## src/rtl/tpam_pkg.sv

```systemverilog
// shared types and constants for the tensor pad address map
`default_nettype none

package tpam_pkg;

  localparam int unsigned MaxDims    = 4;
  localparam int unsigned DimFieldW  = 16;
  localparam int unsigned CoordW     = 32;
  localparam int unsigned CfgDataW   = 64;
  localparam int unsigned CfgIndexW  = 3;
  localparam int unsigned RankW      = 3;
  localparam int unsigned ExtentW    = 32;
  localparam int unsigned IndexW     = 64;

  localparam logic [CfgIndexW-1:0] RegTensorRank = 3'd0;
  localparam logic [CfgIndexW-1:0] RegInputDims  = 3'd1;
  localparam logic [CfgIndexW-1:0] RegEdgeLow    = 3'd2;
  localparam logic [CfgIndexW-1:0] RegEdgeHigh   = 3'd3;
  localparam logic [CfgIndexW-1:0] RegInterior   = 3'd4;

  typedef enum logic [1:0] {
    StatusSource  = 2'd0,
    StatusPad     = 2'd1,
    StatusOutside = 2'd2
  } map_status_e;

  typedef struct packed {
    logic [CoordW-1:0] coord_dim0;
    logic [CoordW-1:0] coord_dim1;
    logic [CoordW-1:0] coord_dim2;
    logic [CoordW-1:0] coord_dim3;
  } in_t;

  typedef struct packed {
    logic [1:0]         map_status;
    logic [IndexW-1:0]  source_index;
    logic [ExtentW-1:0] out_extent_dim;
  } out_t;

  typedef struct packed {
    logic                 valid;
    logic                 outside;
    logic                 pad;
    logic                 osz_pos;
    logic [ExtentW-1:0]   extent;
    logic [DimFieldW-1:0] src;
  } lane_res_t;

  typedef struct packed {
    map_status_e        status;
    logic [ExtentW-1:0] extent;
  } merge_meta_t;

endpackage

`default_nettype wire

```

## src/rtl/tpam_merge.sv

```systemverilog
// merges lane results into status, row-major index and extent
`default_nettype none

module tpam_merge #(
  parameter int unsigned MAX_DIMS        = tpam_pkg::MaxDims,
  parameter int unsigned DIM_FIELD_WIDTH = tpam_pkg::DimFieldW
) (
  input  wire logic                         clk_i,
  input  wire logic                         rst_ni,
  input  wire logic                         en_i,
  input  wire logic [tpam_pkg::RankW-1:0]   rank_i,
  input  wire logic [DIM_FIELD_WIDTH-1:0]   dims_i  [MAX_DIMS],
  input  tpam_pkg::lane_res_t               lanes_i [MAX_DIMS],
  output logic                              valid_o,
  output tpam_pkg::out_t                    data_o
);

  localparam int unsigned W = DIM_FIELD_WIDTH;

  logic                  active  [MAX_DIMS];
  logic [W-1:0]          src_d   [MAX_DIMS];
  logic [W-1:0]          dmul    [MAX_DIMS];
  logic                  empty;
  logic                  outside;
  logic                  pad;
  logic [tpam_pkg::ExtentW-1:0] extent;
  logic                  valid_d;
  tpam_pkg::merge_meta_t meta_d;

  logic                          vld_q  [MAX_DIMS];
  tpam_pkg::merge_meta_t         meta_q [MAX_DIMS];
  logic [tpam_pkg::IndexW-1:0]   acc_q  [MAX_DIMS];
  logic [W-1:0]                  src_q  [MAX_DIMS][MAX_DIMS];

  always_comb begin
    empty   = 1'b0;
    outside = 1'b0;
    pad     = 1'b0;
    extent  = '0;
    for (int i = 0; i < int'(MAX_DIMS); i++) begin
      active[i] = (i < int'(rank_i));
      src_d[i]  = active[i] ? lanes_i[i].src[W-1:0] : '0;
      dmul[i]   = active[i] ? dims_i[i] : W'(1);
      empty     = empty   || (active[i] && !lanes_i[i].osz_pos);
      outside   = outside || (active[i] && lanes_i[i].outside);
      pad       = pad     || (active[i] && lanes_i[i].pad);
      if (i + 1 == int'(rank_i)) begin
        extent = lanes_i[i].extent;
      end
    end
    valid_d = lanes_i[0].valid;
    priority if (rank_i == '0) begin
      meta_d.status = tpam_pkg::StatusSource;
      meta_d.extent = tpam_pkg::ExtentW'(1);
    end else if (empty) begin
      meta_d.status = tpam_pkg::StatusOutside;
      meta_d.extent = '0;
    end else if (outside) begin
      meta_d.status = tpam_pkg::StatusOutside;
      meta_d.extent = extent;
    end else if (pad) begin
      meta_d.status = tpam_pkg::StatusPad;
      meta_d.extent = extent;
    end else begin
      meta_d.status = tpam_pkg::StatusSource;
      meta_d.extent = extent;
    end
  end

  // horner chain, one multiply per stage after the head stage
  for (genvar k = 0; k < MAX_DIMS; k++) begin : g_stage
    if (k == 0) begin : g_head
      always_ff @(posedge clk_i or negedge rst_ni) begin
        if (!rst_ni) begin
          vld_q[0] <= 1'b0;
        end else if (en_i) begin
          vld_q[0] <= valid_d;
        end
      end

      always_ff @(posedge clk_i) begin
        if (en_i) begin
          meta_q[0] <= meta_d;
          acc_q[0]  <= tpam_pkg::IndexW'(src_d[0]);
          src_q[0]  <= src_d;
        end
      end
    end else begin : g_mul
      always_ff @(posedge clk_i or negedge rst_ni) begin
        if (!rst_ni) begin
          vld_q[k] <= 1'b0;
        end else if (en_i) begin
          vld_q[k] <= vld_q[k-1];
        end
      end

      always_ff @(posedge clk_i) begin
        if (en_i) begin
          meta_q[k] <= meta_q[k-1];
          acc_q[k]  <= acc_q[k-1] * tpam_pkg::IndexW'(dmul[k])
                       + tpam_pkg::IndexW'(src_q[k-1][k]);
          src_q[k]  <= src_q[k-1];
        end
      end
    end
  end

  always_comb begin
    valid_o                = vld_q[MAX_DIMS-1];
    data_o.map_status      = meta_q[MAX_DIMS-1].status;
    data_o.source_index    = (meta_q[MAX_DIMS-1].status == tpam_pkg::StatusSource)
                             ? acc_q[MAX_DIMS-1] : '0;
    data_o.out_extent_dim  = meta_q[MAX_DIMS-1].extent;
  end

endmodule

`default_nettype wire

```

## config.mk

```make
export PLATFORM = sky130hd
export DESIGN_NAME = tpam_merge
export DESIGN_NICKNAME = d
export VERILOG_FILES = /design/src/rtl/tpam_pkg.sv /design/src/rtl/tpam_merge.sv
export SDC_FILE = /design/constraint.sdc
export NUM_CORES = 2
export LEC_CHECK = 0
export BUFFER_PORTS_ARGS = -buffer_cell sky130_fd_sc_hd__buf_2
export CORE_ASPECT_RATIO = 1.75
export CORE_MARGIN = 3
export CORE_UTILIZATION = 38
export CTS_CLUSTER_SIZE = 24
export DETAILED_ROUTE_END_ITERATION = 10
export SYNTH_ARGS = -nofsm -noshare
export SYNTH_HDL_FRONTEND = slang
export SYNTH_SLANG_ARGS = --single-unit
export TNS_END_PERCENT = 100
```

## constraint.sdc

```tcl
create_clock -name clk_i -period 8.9 [get_ports clk_i]
set_clock_uncertainty 0.1 [all_clocks]
set_input_delay 2.67 -clock clk_i [delete_from_list [all_inputs] [get_ports clk_i]]
set_output_delay 2.67 -clock clk_i [all_outputs]
set_load 0.01 [all_outputs]
```

# --- After elaboration in Yosys (flattened, before gate mapping) ---
# Memories as Yosys holds them, arrays and structs flattened.
# Index checks and enable logic that the tools add are counted.
classes:
  n_addsub: 3
  n_mul: 3
  order_cmp: 4
  n_eq_ne: 4
  mux: 18
  n_reduce_logical: 27
ops:
  columns: ["operator", "n"]
  rows:
  - ["adder 64 x 16 -> 64 bit", 3]
  - ["multiplier 64 x 16 -> 64 bit", 3]
  - ["two-way mux 32 bit", 4]
  - ["two-way mux 16 bit", 7]
  - ["two-way mux 34 bit", 3]
  - ["two-way mux 64 bit", 1]
  - ["two-way mux 33 bit", 1]
  - ["logical AND 1 bit", 12]
  - ["== test 3 bit (first input constant)", 3]
  - ["logical OR 1 bit", 9]
  - ["less-than comparator 1 x 3 -> 1 bit (first input constant)", 2]
  - ["less-than comparator 2 x 3 -> 1 bit (first input constant)", 2]
  - ["logical NOT 1 bit", 4]
  - ["== test 2 x 3 -> 1 bit (first input constant)", 1]
  - ["logical NOT 3 bit", 1]
  - ["logical NOT 2 bit", 1]
  - ["two-way mux 1 bit", 2]
word_totals:
  ff_bits: 4
  mem_bits_rw: 648
  input_bits: 278
  mem_count: 3
mem_list:
  columns: ["memory", "depth", "word_bits", "read_ports", "rd_ports_with_merged_regs", "write_ports", "line_no", "text"]
  rows:
  - ["acc_q", 4, 64, 4, 0, 4, "tpam_merge.sv:32", "logic [tpam_pkg::IndexW-1:0] acc_q [MAX_DIMS];"]
  - ["src_q", 4, 64, 3, 0, 4, "tpam_merge.sv:33", "logic [W-1:0] src_q [MAX_DIMS][MAX_DIMS];"]
  - ["meta_q", 4, 34, 4, 0, 4, "tpam_merge.sv:31", "tpam_pkg::merge_meta_t meta_q [MAX_DIMS];"]

# --- Logic depth before layout (Yosys ltp) ---
depth:
  ltp_word: 9
  ltp_mapped: 30

# --- Worst setup path after synthesis ---
# No wires, ideal clock.
synth_timing:
  path_type: "input to register"
  startpoint: "in rank_i[2] (netlist bit)"
  endpoint: "mem acc_q[2][51] (netlist bit) (data pin)"
  setup_ns: 0.259
  arrival_time_ns: 9.358
  required_ns: 8.541
  slack_ns: -0.817
  cell_stages: 29
  n_path_buf: 4
  cell_sequence: "clkbuf_1 > a21o_1 > clkbuf_1 > and2_1 > clkbuf_1 > clkbuf_1 > nand2_1 > fa_1 > inv_1 > fa_1 > inv_1 > fa_1 > inv_1 > fa_1 > fa_1 > inv_1 > fa_1 > inv_1 > ha_1 > a21o_1 > a21oi_1 > a21bo_2 > a21oi_1 > o21ai_0 > nor3b_1 > a2111oi_0 > o21bai_1 > a21oi_1 > xnor2_1"
synth_lines:
  columns: ["element", "line_no", "text"]
  rows:
  - ["from (decl)", "tpam_merge.sv:11", "input wire logic [tpam_pkg::RankW-1:0] rank_i,"]
  - ["to (decl)", "tpam_merge.sv:32", null]

==> qor.yml <==
synth_edf_count: 401
synth_adder_area_share: 0.489
hold_viol: 0
firstDrtPassIters: 5
hold_buffers: 0
max_stage_delay_ns: 0.55
cp-start-kind: "input port"
crit_path_end_kind: "register"
grt_util_all_layers: 0.215
slowest_stage: "fa_1"
die_h_um: 568
design.die.area_um2: 186000
final-setup-viol-count: 3
critPathMaxFanout: 6
worst_pin_slew_ns: 1.03
cp_data_arrival_time_ns: 9.22
finalCritPeriodShare: 1.00
fin_util: 0.462
layout_common_cells: "1639 x inv_1, 1390 x fa_1, 1136 x nand2_1, 657 x buf_4, 475 x and3_1"
synthArstFlopShare: 0.00988
setup_ws_ns: -0.0334
grt_max_degree: 134
hold_slack_ns: 0.289
synth_top_family_by_area: "adder cells"
vias: 52400
ys_seq_area_frac: 0.177
avgSynthCellArea_um2: 9.60
pre_cts_ws_ns: -1.31
grt_setup_unrepaired: "true"
wl_per_cell_um: 19.7
layout_commonest_cell: "inv_1"
die_x_um: 327
final_nets: 10100
crit_type: "in -> reg"
drive_gt1_frac: 0.195
ant_nets: 0
cts_root_buf: "clkbuf_16"
clk_pin_slew_ns: 0.06
outcome: "finished, violations left"
syn_inst: 7159
synth_area_um2: 68700
cts_sinks: 405
maxCapViolCount: 0
grt_overflow: 0
wl_mm: 205
maxSlewHeadroom: 0.309
yosys.area_share.simple: 0.150
failed_checks: "setup timing"
core_area_um2: 179000
antenna_found_initial: 15
drc: 0
synth_compound_area_frac: 0.0477
synth_warnings: 0
grt_pass1_vias: 58200
n_fill_cell: 17000
dp.cells: 10200
report.final.slew_viol_count: 0
synthXorXnorAreaFrac: 0.0176
holdCritPathClass: "reg -> reg"
synthToLayoutAreaGrowth_pct: 20.5
ios: 377
clock.fmax_ghz: 0.112
insertion_delay_ns: 0.67
final_cells: 10400
drtIter0Drc: 2831
htreeDepth: 2
grt_pass1_wl_mm: 312
cp.required_ns: 9.19
crit_top_cell: "fa_1"
synth-seq-cells: 405
gp_congestion: 0.912
clock_path_buffers: 3
synth_ff_type: "edfxtp_1"
hpwl_mm: 162
viasPerCell: 5.04
period_minus_slack_ns: 8.93
initial_core_util: 0.384
numPortBuffers: 357
muxShareOfSynthArea: 0.00605
rows: 205
syn_nets: 9273
numCtsBuffers: 44
synth_cell_types: 71
cts_tree: "yes"
critical path: cells and delay by family:
| family | cells | cell delay [ns] |
|---|---|---|
| AO/OA/AOI/OAI | 7 | 1.57 |
| adder cells (fa/ha/maj) | 7 | 3.32 |
| XOR/XNOR | 1 | 0.14 |
| buffers and inverters | 9 | 0.76 |
| AND/OR/NAND/NOR | 5 | 0.73 |
synth_stat cells (5+ instances only):
cell type,instances,area (um^2)
a211oi_1,9,67.6
a21o_1,71,533
a21oi_1,180,901
a22oi_1,32,240
a31o_2,6,52.6
a31oi_1,22,138
a41oi_1,7,61.3
and2_0,9,56.3
and2_1,217,1360
and3_1,492,3080
and4_1,7,61.3
buf_1,9,33.8
clkbuf_1,377,1420
edfxtp_1,401,12000
fa_1,1417,28400
ha_1,419,5240
inv_1,1666,6250
mux2_2,36,405
nand2_1,1169,4390
nand2b_1,14,87.6
nand3_1,50,250
nand4_1,16,100
nor2_1,131,492
nor2b_1,36,225
nor3_1,15,75.1
nor4_1,5,31.3
o211ai_1,12,90.1
o21a_1,10,75.1
o21ai_0,73,365
o21bai_1,27,203
o31ai_1,9,67.6
or3_1,5,31.3
xnor2_1,97,850
xor2_1,41,359
worst paths after layout:
kind	from	to	slack, ns	depth (start not counted)
worst max-delay path	rank_i[1]	acc_q[2][52]	-0.03	29
worst min register to register	src_q[0][7]	src_q[1][7]	0.29	0
max in group asynchronous	rst_ni	vld_q[1]	6.86	1
worst max register to register	acc_q[2][13]	acc_q[3][63]	1.72	26
worst min-delay path	src_q[0][7]	src_q[1][7]	0.29	0
min in group asynchronous	rst_ni	vld_q[3]	1.72	1
metrics by stage:
stage	cell area, um^2	setup TNS [ns]
3_5_place_dp	78000	-70.54
6_report	82800	-0.0406
5_1_grt	82700	-2.17
4_1_cts	80300	-0.00592
3_3_place_gp	78000	-64.27
2_1_floorplan	69700	-0.856
layout make-up:
| class | instances | area (um^2) | share of cell area |
|---|---|---|---|
| Clock inverter | 32 | 364 | 0.00440 |
| Tap cell | 2380 | 2980 | 0.0360 |
| Sequential cell | 405 | 12100 | 0.147 |
| Timing Repair Buffer | 1154 | 9470 | 0.114 |
| Inverter | 1666 | 6250 | 0.0756 |
| Antenna cell | 10 | 25.0 | 0.000302 |
| Clock buffer | 49 | 1140 | 0.0138 |
| Multi-Input combinational cell | 4703 | 50400 | 0.609 |
per-layer routing:
metal  vias up  routed length [um]  global-route usage
met3       650               10900              0.0279
met1     26600               68700               0.223
met5         -                  64                   0
met2      1821              111000               0.413
met4         8               14500               0.121
li1      23400                   -                   -
cell families after synthesis:
family | Yosys count
buf+inv | 2054
flops | 405
simple gates | 2179
fa+ha+maj | 1836
compound gates | 510
mux | 37
xor+xnor | 138
timing repair:
item	CTS	global route
pin swaps	39	262
gates resized for setup	99	303
cloned	7	26
buffers inserted	22	74
setup endpoints to repair	51	50
registers in the layout (all words and copies together), names as in the netlist:
signal,flops
src_q,112
acc_q,153
valid_o,1
vld_q,3
meta_q,136
Power is left out: the tool's default activity adds up to more than one toggle a clock period on the data nets, which glitch-free logic cannot reach.
