--- config.mk ---
export PLATFORM = sky130hd
export DESIGN_NAME = tpam_lane
export DESIGN_NICKNAME = d
export VERILOG_FILES = /design/src/rtl/tpam_pkg.sv /design/src/rtl/tpam_lane.sv
export SDC_FILE = /design/constraint.sdc
export NUM_CORES = 2
export LEC_CHECK = 0
export BUFFER_PORTS_ARGS = -buffer_cell sky130_fd_sc_hd__buf_2
export CAP_MARGIN = 10
export CORE_ASPECT_RATIO = 1.1
export CORE_UTILIZATION = 63
export CTS_BUF_LIST = sky130_fd_sc_hd__clkbuf_4 sky130_fd_sc_hd__clkbuf_8
export CTS_CLUSTER_SIZE = 10
export DETAILED_ROUTE_END_ITERATION = 6
export GPL_TIMING_DRIVEN = 0
export PLACE_DENSITY = 0.79
export SLEW_MARGIN = 15
export SYNTH_ARGS = -nofsm -noshare
export SYNTH_HDL_FRONTEND = slang
export SYNTH_SLANG_ARGS = --single-unit
--- constraint.sdc ---
create_clock -name clk_i -period 4.4 [get_ports clk_i]
set_input_delay 0.88 -clock clk_i [delete_from_list [all_inputs] [get_ports clk_i]]
set_output_delay 0.88 -clock clk_i [all_outputs]
set_load 0.005 [all_outputs]
--- src/rtl/tpam_pkg.sv ---
// shared types and constants for the tensor pad address map
`default_nettype none

package tpam_pkg;

  localparam int unsigned MaxDims    = 4;
  localparam int unsigned DimFieldW  = 16;
  localparam int unsigned CoordW     = 32;
  localparam int unsigned CfgDataW   = 64;
  localparam int unsigned CfgIndexW  = 3;
  localparam int unsigned RankW      = 3;
  localparam int unsigned ExtentW    = 32;
  localparam int unsigned IndexW     = 64;

  localparam logic [CfgIndexW-1:0] RegTensorRank = 3'd0;
  localparam logic [CfgIndexW-1:0] RegInputDims  = 3'd1;
  localparam logic [CfgIndexW-1:0] RegEdgeLow    = 3'd2;
  localparam logic [CfgIndexW-1:0] RegEdgeHigh   = 3'd3;
  localparam logic [CfgIndexW-1:0] RegInterior   = 3'd4;

  typedef enum logic [1:0] {
    StatusSource  = 2'd0,
    StatusPad     = 2'd1,
    StatusOutside = 2'd2
  } map_status_e;

  typedef struct packed {
    logic [CoordW-1:0] coord_dim0;
    logic [CoordW-1:0] coord_dim1;
    logic [CoordW-1:0] coord_dim2;
    logic [CoordW-1:0] coord_dim3;
  } in_t;

  typedef struct packed {
    logic [1:0]         map_status;
    logic [IndexW-1:0]  source_index;
    logic [ExtentW-1:0] out_extent_dim;
  } out_t;

  typedef struct packed {
    logic                 valid;
    logic                 outside;
    logic                 pad;
    logic                 osz_pos;
    logic [ExtentW-1:0]   extent;
    logic [DimFieldW-1:0] src;
  } lane_res_t;

  typedef struct packed {
    map_status_e        status;
    logic [ExtentW-1:0] extent;
  } merge_meta_t;

endpackage

`default_nettype wire

--- src/rtl/tpam_lane.sv ---
// one dimension lane: output size, range check and pipelined position divide
`default_nettype none

module tpam_lane #(
  parameter int unsigned DIM_FIELD_WIDTH = tpam_pkg::DimFieldW
) (
  input  wire logic                       clk_i,
  input  wire logic                       rst_ni,
  input  wire logic                       en_i,
  input  wire logic                       valid_i,
  input  wire logic [tpam_pkg::CoordW-1:0] coord_i,
  input  wire logic [DIM_FIELD_WIDTH-1:0] dim_i,
  input  wire logic [DIM_FIELD_WIDTH-1:0] low_i,
  input  wire logic [DIM_FIELD_WIDTH-1:0] high_i,
  input  wire logic [DIM_FIELD_WIDTH-1:0] interior_i,
  output tpam_pkg::lane_res_t             res_o
);

  localparam int unsigned W     = DIM_FIELD_WIDTH;
  localparam int unsigned SW    = W + 1;
  localparam int unsigned RW    = W + 1;
  localparam int unsigned OSZ_W = 2 * W + 3;
  localparam int unsigned CMP_W = (OSZ_W > tpam_pkg::CoordW + 2) ? OSZ_W
                                                                 : tpam_pkg::CoordW + 2;
  localparam int unsigned N     = CMP_W - 1;
  localparam logic signed [CMP_W-1:0] One = 1;

  logic [SW-1:0]            step;
  logic signed [W:0]        dim_m1;
  logic signed [OSZ_W-1:0]  prod;
  logic signed [CMP_W-1:0]  osz_d;
  logic signed [CMP_W-1:0]  coord_ext;
  logic signed [CMP_W-1:0]  pos_d;

  logic                     v0_q;
  logic signed [CMP_W-1:0]  osz_q;
  logic signed [CMP_W-1:0]  coord_q;
  logic signed [CMP_W-1:0]  pos_q;

  logic                     vld_q  [1:N];
  logic [RW-1:0]            rem_q  [1:N];
  logic [N-1:0]             dvd_q  [1:N];
  logic [N-1:0]             quo_q  [1:N];
  logic                     out_q  [1:N];
  logic                     neg_q  [1:N];
  logic                     opos_q [1:N];
  logic [tpam_pkg::ExtentW-1:0] ext_q [1:N];

  assign step      = SW'(interior_i) + SW'(1);
  assign dim_m1    = $signed({1'b0, dim_i}) - $signed((W + 1)'(1));
  assign prod      = dim_m1 * $signed({1'b0, step});
  assign osz_d     = prod + One + $signed(low_i) + $signed(high_i);
  assign coord_ext = $signed({{(CMP_W - tpam_pkg::CoordW){1'b0}}, coord_i});
  assign pos_d     = coord_ext - $signed(low_i);

  // output size and offset from the low edge
  always_ff @(posedge clk_i or negedge rst_ni) begin
    if (!rst_ni) begin
      v0_q <= 1'b0;
    end else if (en_i) begin
      v0_q <= valid_i;
    end
  end

  always_ff @(posedge clk_i) begin
    if (en_i) begin
      osz_q   <= osz_d;
      coord_q <= coord_ext;
      pos_q   <= pos_d;
    end
  end

  // restoring divide by interior+1, one quotient bit per stage
  for (genvar k = 1; k <= N; k++) begin : g_div
    logic [RW-1:0] rem_in;
    logic [N-1:0]  dvd_in;
    logic [N-1:0]  quo_in;
    logic          v_in;
    logic          o_in;
    logic          n_in;
    logic          p_in;
    logic [tpam_pkg::ExtentW-1:0] e_in;
    logic [RW:0]   trial;
    logic [RW:0]   diff;
    logic          ge;

    if (k == 1) begin : g_first
      assign rem_in = '0;
      assign dvd_in = pos_q[N-1:0];
      assign quo_in = '0;
      assign v_in   = v0_q;
      assign o_in   = (coord_q >= osz_q);
      assign n_in   = pos_q[CMP_W-1];
      assign p_in   = !osz_q[CMP_W-1] && (|osz_q);
      assign e_in   = osz_q[tpam_pkg::ExtentW-1:0];
    end else begin : g_next
      assign rem_in = rem_q[k-1];
      assign dvd_in = dvd_q[k-1];
      assign quo_in = quo_q[k-1];
      assign v_in   = vld_q[k-1];
      assign o_in   = out_q[k-1];
      assign n_in   = neg_q[k-1];
      assign p_in   = opos_q[k-1];
      assign e_in   = ext_q[k-1];
    end

    assign trial = {rem_in, dvd_in[N-k]};
    assign diff  = trial - {1'b0, step};
    assign ge    = (trial >= {1'b0, step});

    always_ff @(posedge clk_i or negedge rst_ni) begin
      if (!rst_ni) begin
        vld_q[k] <= 1'b0;
      end else if (en_i) begin
        vld_q[k] <= v_in;
      end
    end

    always_ff @(posedge clk_i) begin
      if (en_i) begin
        rem_q[k]  <= ge ? diff[RW-1:0] : trial[RW-1:0];
        dvd_q[k]  <= dvd_in;
        quo_q[k]  <= {quo_in[N-2:0], ge};
        out_q[k]  <= o_in;
        neg_q[k]  <= n_in;
        opos_q[k] <= p_in;
        ext_q[k]  <= e_in;
      end
    end
  end

  always_comb begin
    res_o.valid   = vld_q[N];
    res_o.outside = out_q[N];
    res_o.pad     = neg_q[N] || (rem_q[N] != '0) || (quo_q[N] >= N'(dim_i));
    res_o.osz_pos = opos_q[N];
    res_o.extent  = ext_q[N];
    res_o.src     = tpam_pkg::DimFieldW'(quo_q[N][W-1:0]);
  end

endmodule

`default_nettype wire

======== After elaboration in Yosys (flattened, before gate mapping) ========
Memory sizes are Yosys's and may differ from the RTL's.
Cells that the tools add are included.
operators by class
  add/sub/neg operators ................... 40
  multipliers ............................. 1
  $lt $le $gt $ge ......................... 36
  mux-type cells .......................... 36
  reduce and logical (&&, ||, !) cells .... 6
operators by type and width
  kind                     number
  $ge A18 B17 Y1           33
  $mux W17                 34
  $sub A17 B17 Y17         33
  $add A35 B16 Y35         2
  $add A35 B2 Y35 const B  1
  $ge A33 B35 Y1           1
  $mul A17 B18 Y35         1
  $reduce_or A35 Y1        1
  $ge A34 B16 Y1           1
  $sub A33 B16 Y34         1
  $add A16 B1 Y17 const B  1
  $ge A1 B17 Y1            1
  $reduce_bool A17 Y1      1
  $sub A1 B17 Y17          1
  $sub A16 B1 Y17 const B  1
  $logic_or A1 B1 Y1       2
  $mux W1                  2
  $logic_and A1 B1 Y1      1
  $logic_not A1 Y1         1
storage, ports and cells
  bits in registers ....................... 137
  bits in writable memories ............... 4080
  input bits .............................. 100
  output and inout port bits .............. 52
  logic and storage cells ................. 164
  memories kept ........................... 7
memory list
  memory           words  width  read ports  clocked after memory_dff  write ports  line             RTL
  dvd_q            34     34     33          0                         34           tpam_lane.sv:42  logic [N-1:0] dvd_q [1:N];
  quo_q            34     34     34          0                         34           tpam_lane.sv:43  logic [N-1:0] quo_q [1:N];
  ext_q            34     32     34          0                         34           tpam_lane.sv:47  logic [tpam_pkg::ExtentW-1:0] ext_q [1:N];
  rem_q            34     17     34          0                         34           tpam_lane.sv:41  logic [RW-1:0] rem_q [1:N];
  neg_q            34     1      34          0                         34           tpam_lane.sv:45  logic neg_q [1:N];
  opos_q           34     1      34          0                         34           tpam_lane.sv:46  logic opos_q [1:N];
  1 more memories  -      -      -           -                         -            -

======== Logic depth before layout (Yosys ltp) ========
  depth after elaboration ................. 5
  depth in mapped cells ................... 32
  gate-level depth less buffers ........... 30

======== Least setup slack after synthesis ========
Ideal clock, no wire load.
  kind .................................... input -> register
  start ................................... input dim_i[0]
  end ..................................... register osz_q[31] (data pin)
  setup time .............................. 0.263 ns
  arrival time ............................ 8.794 ns
  required time ........................... 4.137 ns
  path slack .............................. -4.657 ns
  stages .................................. 30
  buffers on the path ..................... 1
  path through ............................ clkbuf_1 -> inv_1 -> ha_1 -> nand3_1 -> nor3_1 -> nand2_1 -> or4_1 -> or3_1 -> xnor2_1 -> nor2_1 -> fa_1 -> inv_1 -> fa_1 -> inv_1 -> fa_1 -> fa_1 -> fa_1 -> fa_1 -> inv_1 -> fa_1 -> inv_1 -> ha_1 -> a21oi_1 -> o21ai_0 -> a221oi_1 -> nand3_1 -> a221o_1 -> a311o_1 -> o2111ai_1 -> mux2i_1
between the ends
  cells in the longest elaborated chain, start to end .. 5
RTL lines
  element                        line             RTL
  start, declared                tpam_lane.sv:12  input wire logic [DIM_FIELD_WIDTH-1:0] dim_i,
  $sub A16 B1 Y17                tpam_lane.sv:50  assign dim_m1 = $signed({1'b0, dim_i}) - $signed((W + 1)'(1));
  $mul A17 B18 Y35               tpam_lane.sv:51  assign prod = dim_m1 * $signed({1'b0, step});
  $add A35 B2 Y35                tpam_lane.sv:52  assign osz_d = prod + One + $signed(low_i) + $signed(high_i);
  $add A35 B16 Y35 (2 in a row)  tpam_lane.sv:52
  net osz_d[31]                  tpam_lane.sv:31  logic signed [CMP_W-1:0] osz_d;
  end signal, assigned           tpam_lane.sv:67  osz_q <= osz_d;
  end, declared                  tpam_lane.sv:36  logic signed [CMP_W-1:0] osz_q;
The timed path passes the listed nets, and every way through them passes these cells.
A chain may end at the register's enable or synchronous reset.

======== Final worst setup path ========
  start ................................... input dim_i[1]
  end ..................................... register osz_q[27] (data pin)
Same word-level chain as after synthesis.

==> metrics <==
worst-path fanout max=5; Total Wirelength=302 mm; # setup viols final=32; Clock Latency Late Sink=1.16 ns; Std-Cell Rows=180; clock skew=0.134 ns; vias per inst=5.83; status=finished with violations; register area share after synthesis=0.657; clock root cell=clkbuf_8; global-route wire length before repair=451 mm; # DRC=13; CP most frequent cell=fa_1; Net Sw Frac=0.353; CP max stage cell=fa_1; failing checks=design-rule violations, negative setup slack; first-pass iteration count of the detailed router=7; vias=77.1k; clock buffer depth=4; flops & latches, synth=3060; Area Overhead vs Synth=14.0%; leading cell type in the layout, fill and taps excluded=edfxtp_1; sequential cell area=91700 µm²; main combinational cell family by area after synthesis=adder cells; H-tree levels=5; CTS Buf Count=465; R2R Setup Slk=0.63 ns; Adder-Cell Fraction of Synth Area=0.116; Post-synth ARST share=0.0114; worst hold path type=in2reg; clk slew on worst S/H paths=0.06 ns; area used by multi-input combinational logic=46900 µm²; mux contribution to synthesized area=0.0440; CP bufs+invs=6; final slew viol count=0; Worst Path Arrival=8.65 ns; Fin. Hold Viols=0; Overflow after GRT=0; worst setup margin=-3.44 ns; post-synthesis compound-gate area fraction=0.0693; Worst Path Required=5.21 ns; critical path class=in2reg; Placed Cells=12.2k; # clock sinks=3060; Synth Area in XOR/XNOR=0.0345; layout filler cell count=13.2k; net count after synthesis=10.3k; final std cells w/o fill=13.2k; Layout Nets=11.1k; kind of cell adding the most delay to the critical path=adder cells; initial antenna violation count=32; Critical Path Start Type=primary input; measured slew at the worst slew-check pin=1.09 ns; Die X=451 µm; Pint=81.6 mW; Post-DRT Antenna Nets=0; Starting Density=0.636; max incr delay on CP=0.57 ns; global-route usage over all layers=0.268; clock share of power=0.182; IO Pins=152; RSZ-0062 raised after global routing=yes; worst slack at placement=-6.09 ns; yosys warns=0; Synth Flop Type=edfxtp_1; max_cap viols=0; detailed-placement wirelength estimate=192 mm; Yosys cell types=85; drt wl/cell=22.8 µm; Chip Height=496 µm; die footprint=224000 µm²; CTS tree=built; logic gate share of total power=0.479; CP Capture Type=register; Avg Cell Area, Syn=15.4 µm²; IO Port Bufs=151; GPL Wtd Cong=0.906; core outline area=220000 µm²; Post-synth EDFFs=3025; VDD IR max=2.35 mV; Pwr Density=793 nW/µm²; Final min period=7.84 ns; largest net degree at the start of global routing=175; Hold Worst Slack=0.169 ns; Slew headroom=0.272; post-route clock period utilization=1.78; Max Clk Rate=0.128 GHz; Psw=44.6 mW; simple-gate portion of the synthesized area=0.0562; most frequent cells in the layout=edfxtp_1, ha_1, inv_1; Leak=60.9 nW; Synth Cell Area=140000 µm²; share of cells above drive strength 1=0.203; 1st-iter DRT viols=5915; Flop pwr share=0.338; vias in the first global route=79.0k; Post-Syn Instances=9070
[power groups by stage]
stage                     sequential [mW]  clock (mW)  combinational [mW]
after global placement               45.4           0                50.3
final                                42.7        23.0                60.5
after floorplan                      41.6           0                40.7
after detailed placement             43.2           0                51.9
after CTS                            42.7        23.6                56.9
after global routing                 43.0        24.8                65.1
[final timing paths]
check,start,endpoint,cells past startpoint
max in group asynchronous,rst_ni,g_div[17].v_in,2
min in group asynchronous,rst_ni,g_div[12].v_in,2
setup reg to reg,dvd_q[0][165],rem_q[0][98],13
setup / recovery,dim_i[1],osz_q[27],30
hold / removal,low_i[0],pos_q[0],3
hold reg to reg,quo_q[15][4],quo_q[16][5],0
[flip-flops by register name, indices dropped and copies added, names as in the netlist]
register / cells
neg_q: 1
ext_q: 1088
dvd_q: 594
res_o: 1
osz_q: 35
quo_q: 595
rem_q: 578
pos_q: 34
g_div.v_in: 34
opos_q: 34
coord_q: 32
out_q: 34
[cells by family (layout without fill, tap and decap cells)]
group | count (synthesis) | count (layout)
other | 0 | 14
XOR/XNOR | 549 | 549
AO/OA/AOI/OAI | 1386 | 1386
multiplexers | 521 | 521
adder cells (fa/ha/maj) | 1103 | 1103
buffers and inverters | 790 | 2013
flip-flops | 3060 | 3060
AND/OR/NAND/NOR | 1661 | 1661
[repair_timing]
item	4_1_cts	5_1_grt
resized for setup	241	99
buffers inserted	125	50
cloned	21	3
pin swaps	90	53
hold buffers	35	0
hold endpoints to repair	69	0
setup endpoints to repair	1022	547
[layout make-up]
cell class | count | share of cell area
inverter | 633 | 0.0164
sequential | 3060 | 0.576
multi-input combinational | 5220 | 0.295
tap | 2912 | 0.0229
clock inverter | 206 | 0.00996
timing repair inverter | 13 | 0.00119
clock buffer | 611 | 0.0473
timing repair buffer | 398 | 0.0238
antenna | 14 | 0.000220
buffer | 152 | 0.00772
[tightest hold or removal path, stage by stage]
cell,delay [ns]
buf_2,0.12
ha_1,0.13
inv_1,0.04
[metrics by stage]
stage                     utilization  setup TNS, ns  power [mW]  cell area (µm²)
final                           0.725         -72.76         126           159000
after global routing            0.725         -75.90         133           159000
after CTS                       0.721         -70.91         123           158000
after detailed placement        0.666       -2247.24        95.1           146000
after global placement          0.662              -        95.7           145000
after floorplan                     -        -417.56        82.3           141000
[cells in the mapped netlist (100+ instances only)]
| cell | number | area [µm²] |
|---|---|---|
| xor2_1 | 140 | 1230 |
| nand3_1 | 128 | 641 |
| ha_1 | 783 | 9800 |
| inv_1 | 621 | 2330 |
| o21ai_0 | 215 | 1080 |
| a21o_1 | 193 | 1450 |
| nand2_1 | 383 | 1440 |
| nor2b_1 | 100 | 626 |
| fa_1 | 320 | 6410 |
| xnor2_1 | 408 | 3570 |
| edfxtp_1 | 3025 | 90800 |
| nor2_1 | 581 | 2180 |
| a21oi_1 | 419 | 2100 |
| mux2_2 | 390 | 4390 |
| nor3_1 | 115 | 576 |
[per-layer routing]
layer  track usage  vias to the layer above  wire, µm
met5             0                        -        45
met4         0.156                        8     18100
met3        0.0426                      807     18200
met2         0.452                     2563    149000
met1         0.331                    37900    116000
li1              -                    35800         -
No activity file was read; power rests on OpenSTA's default activity.
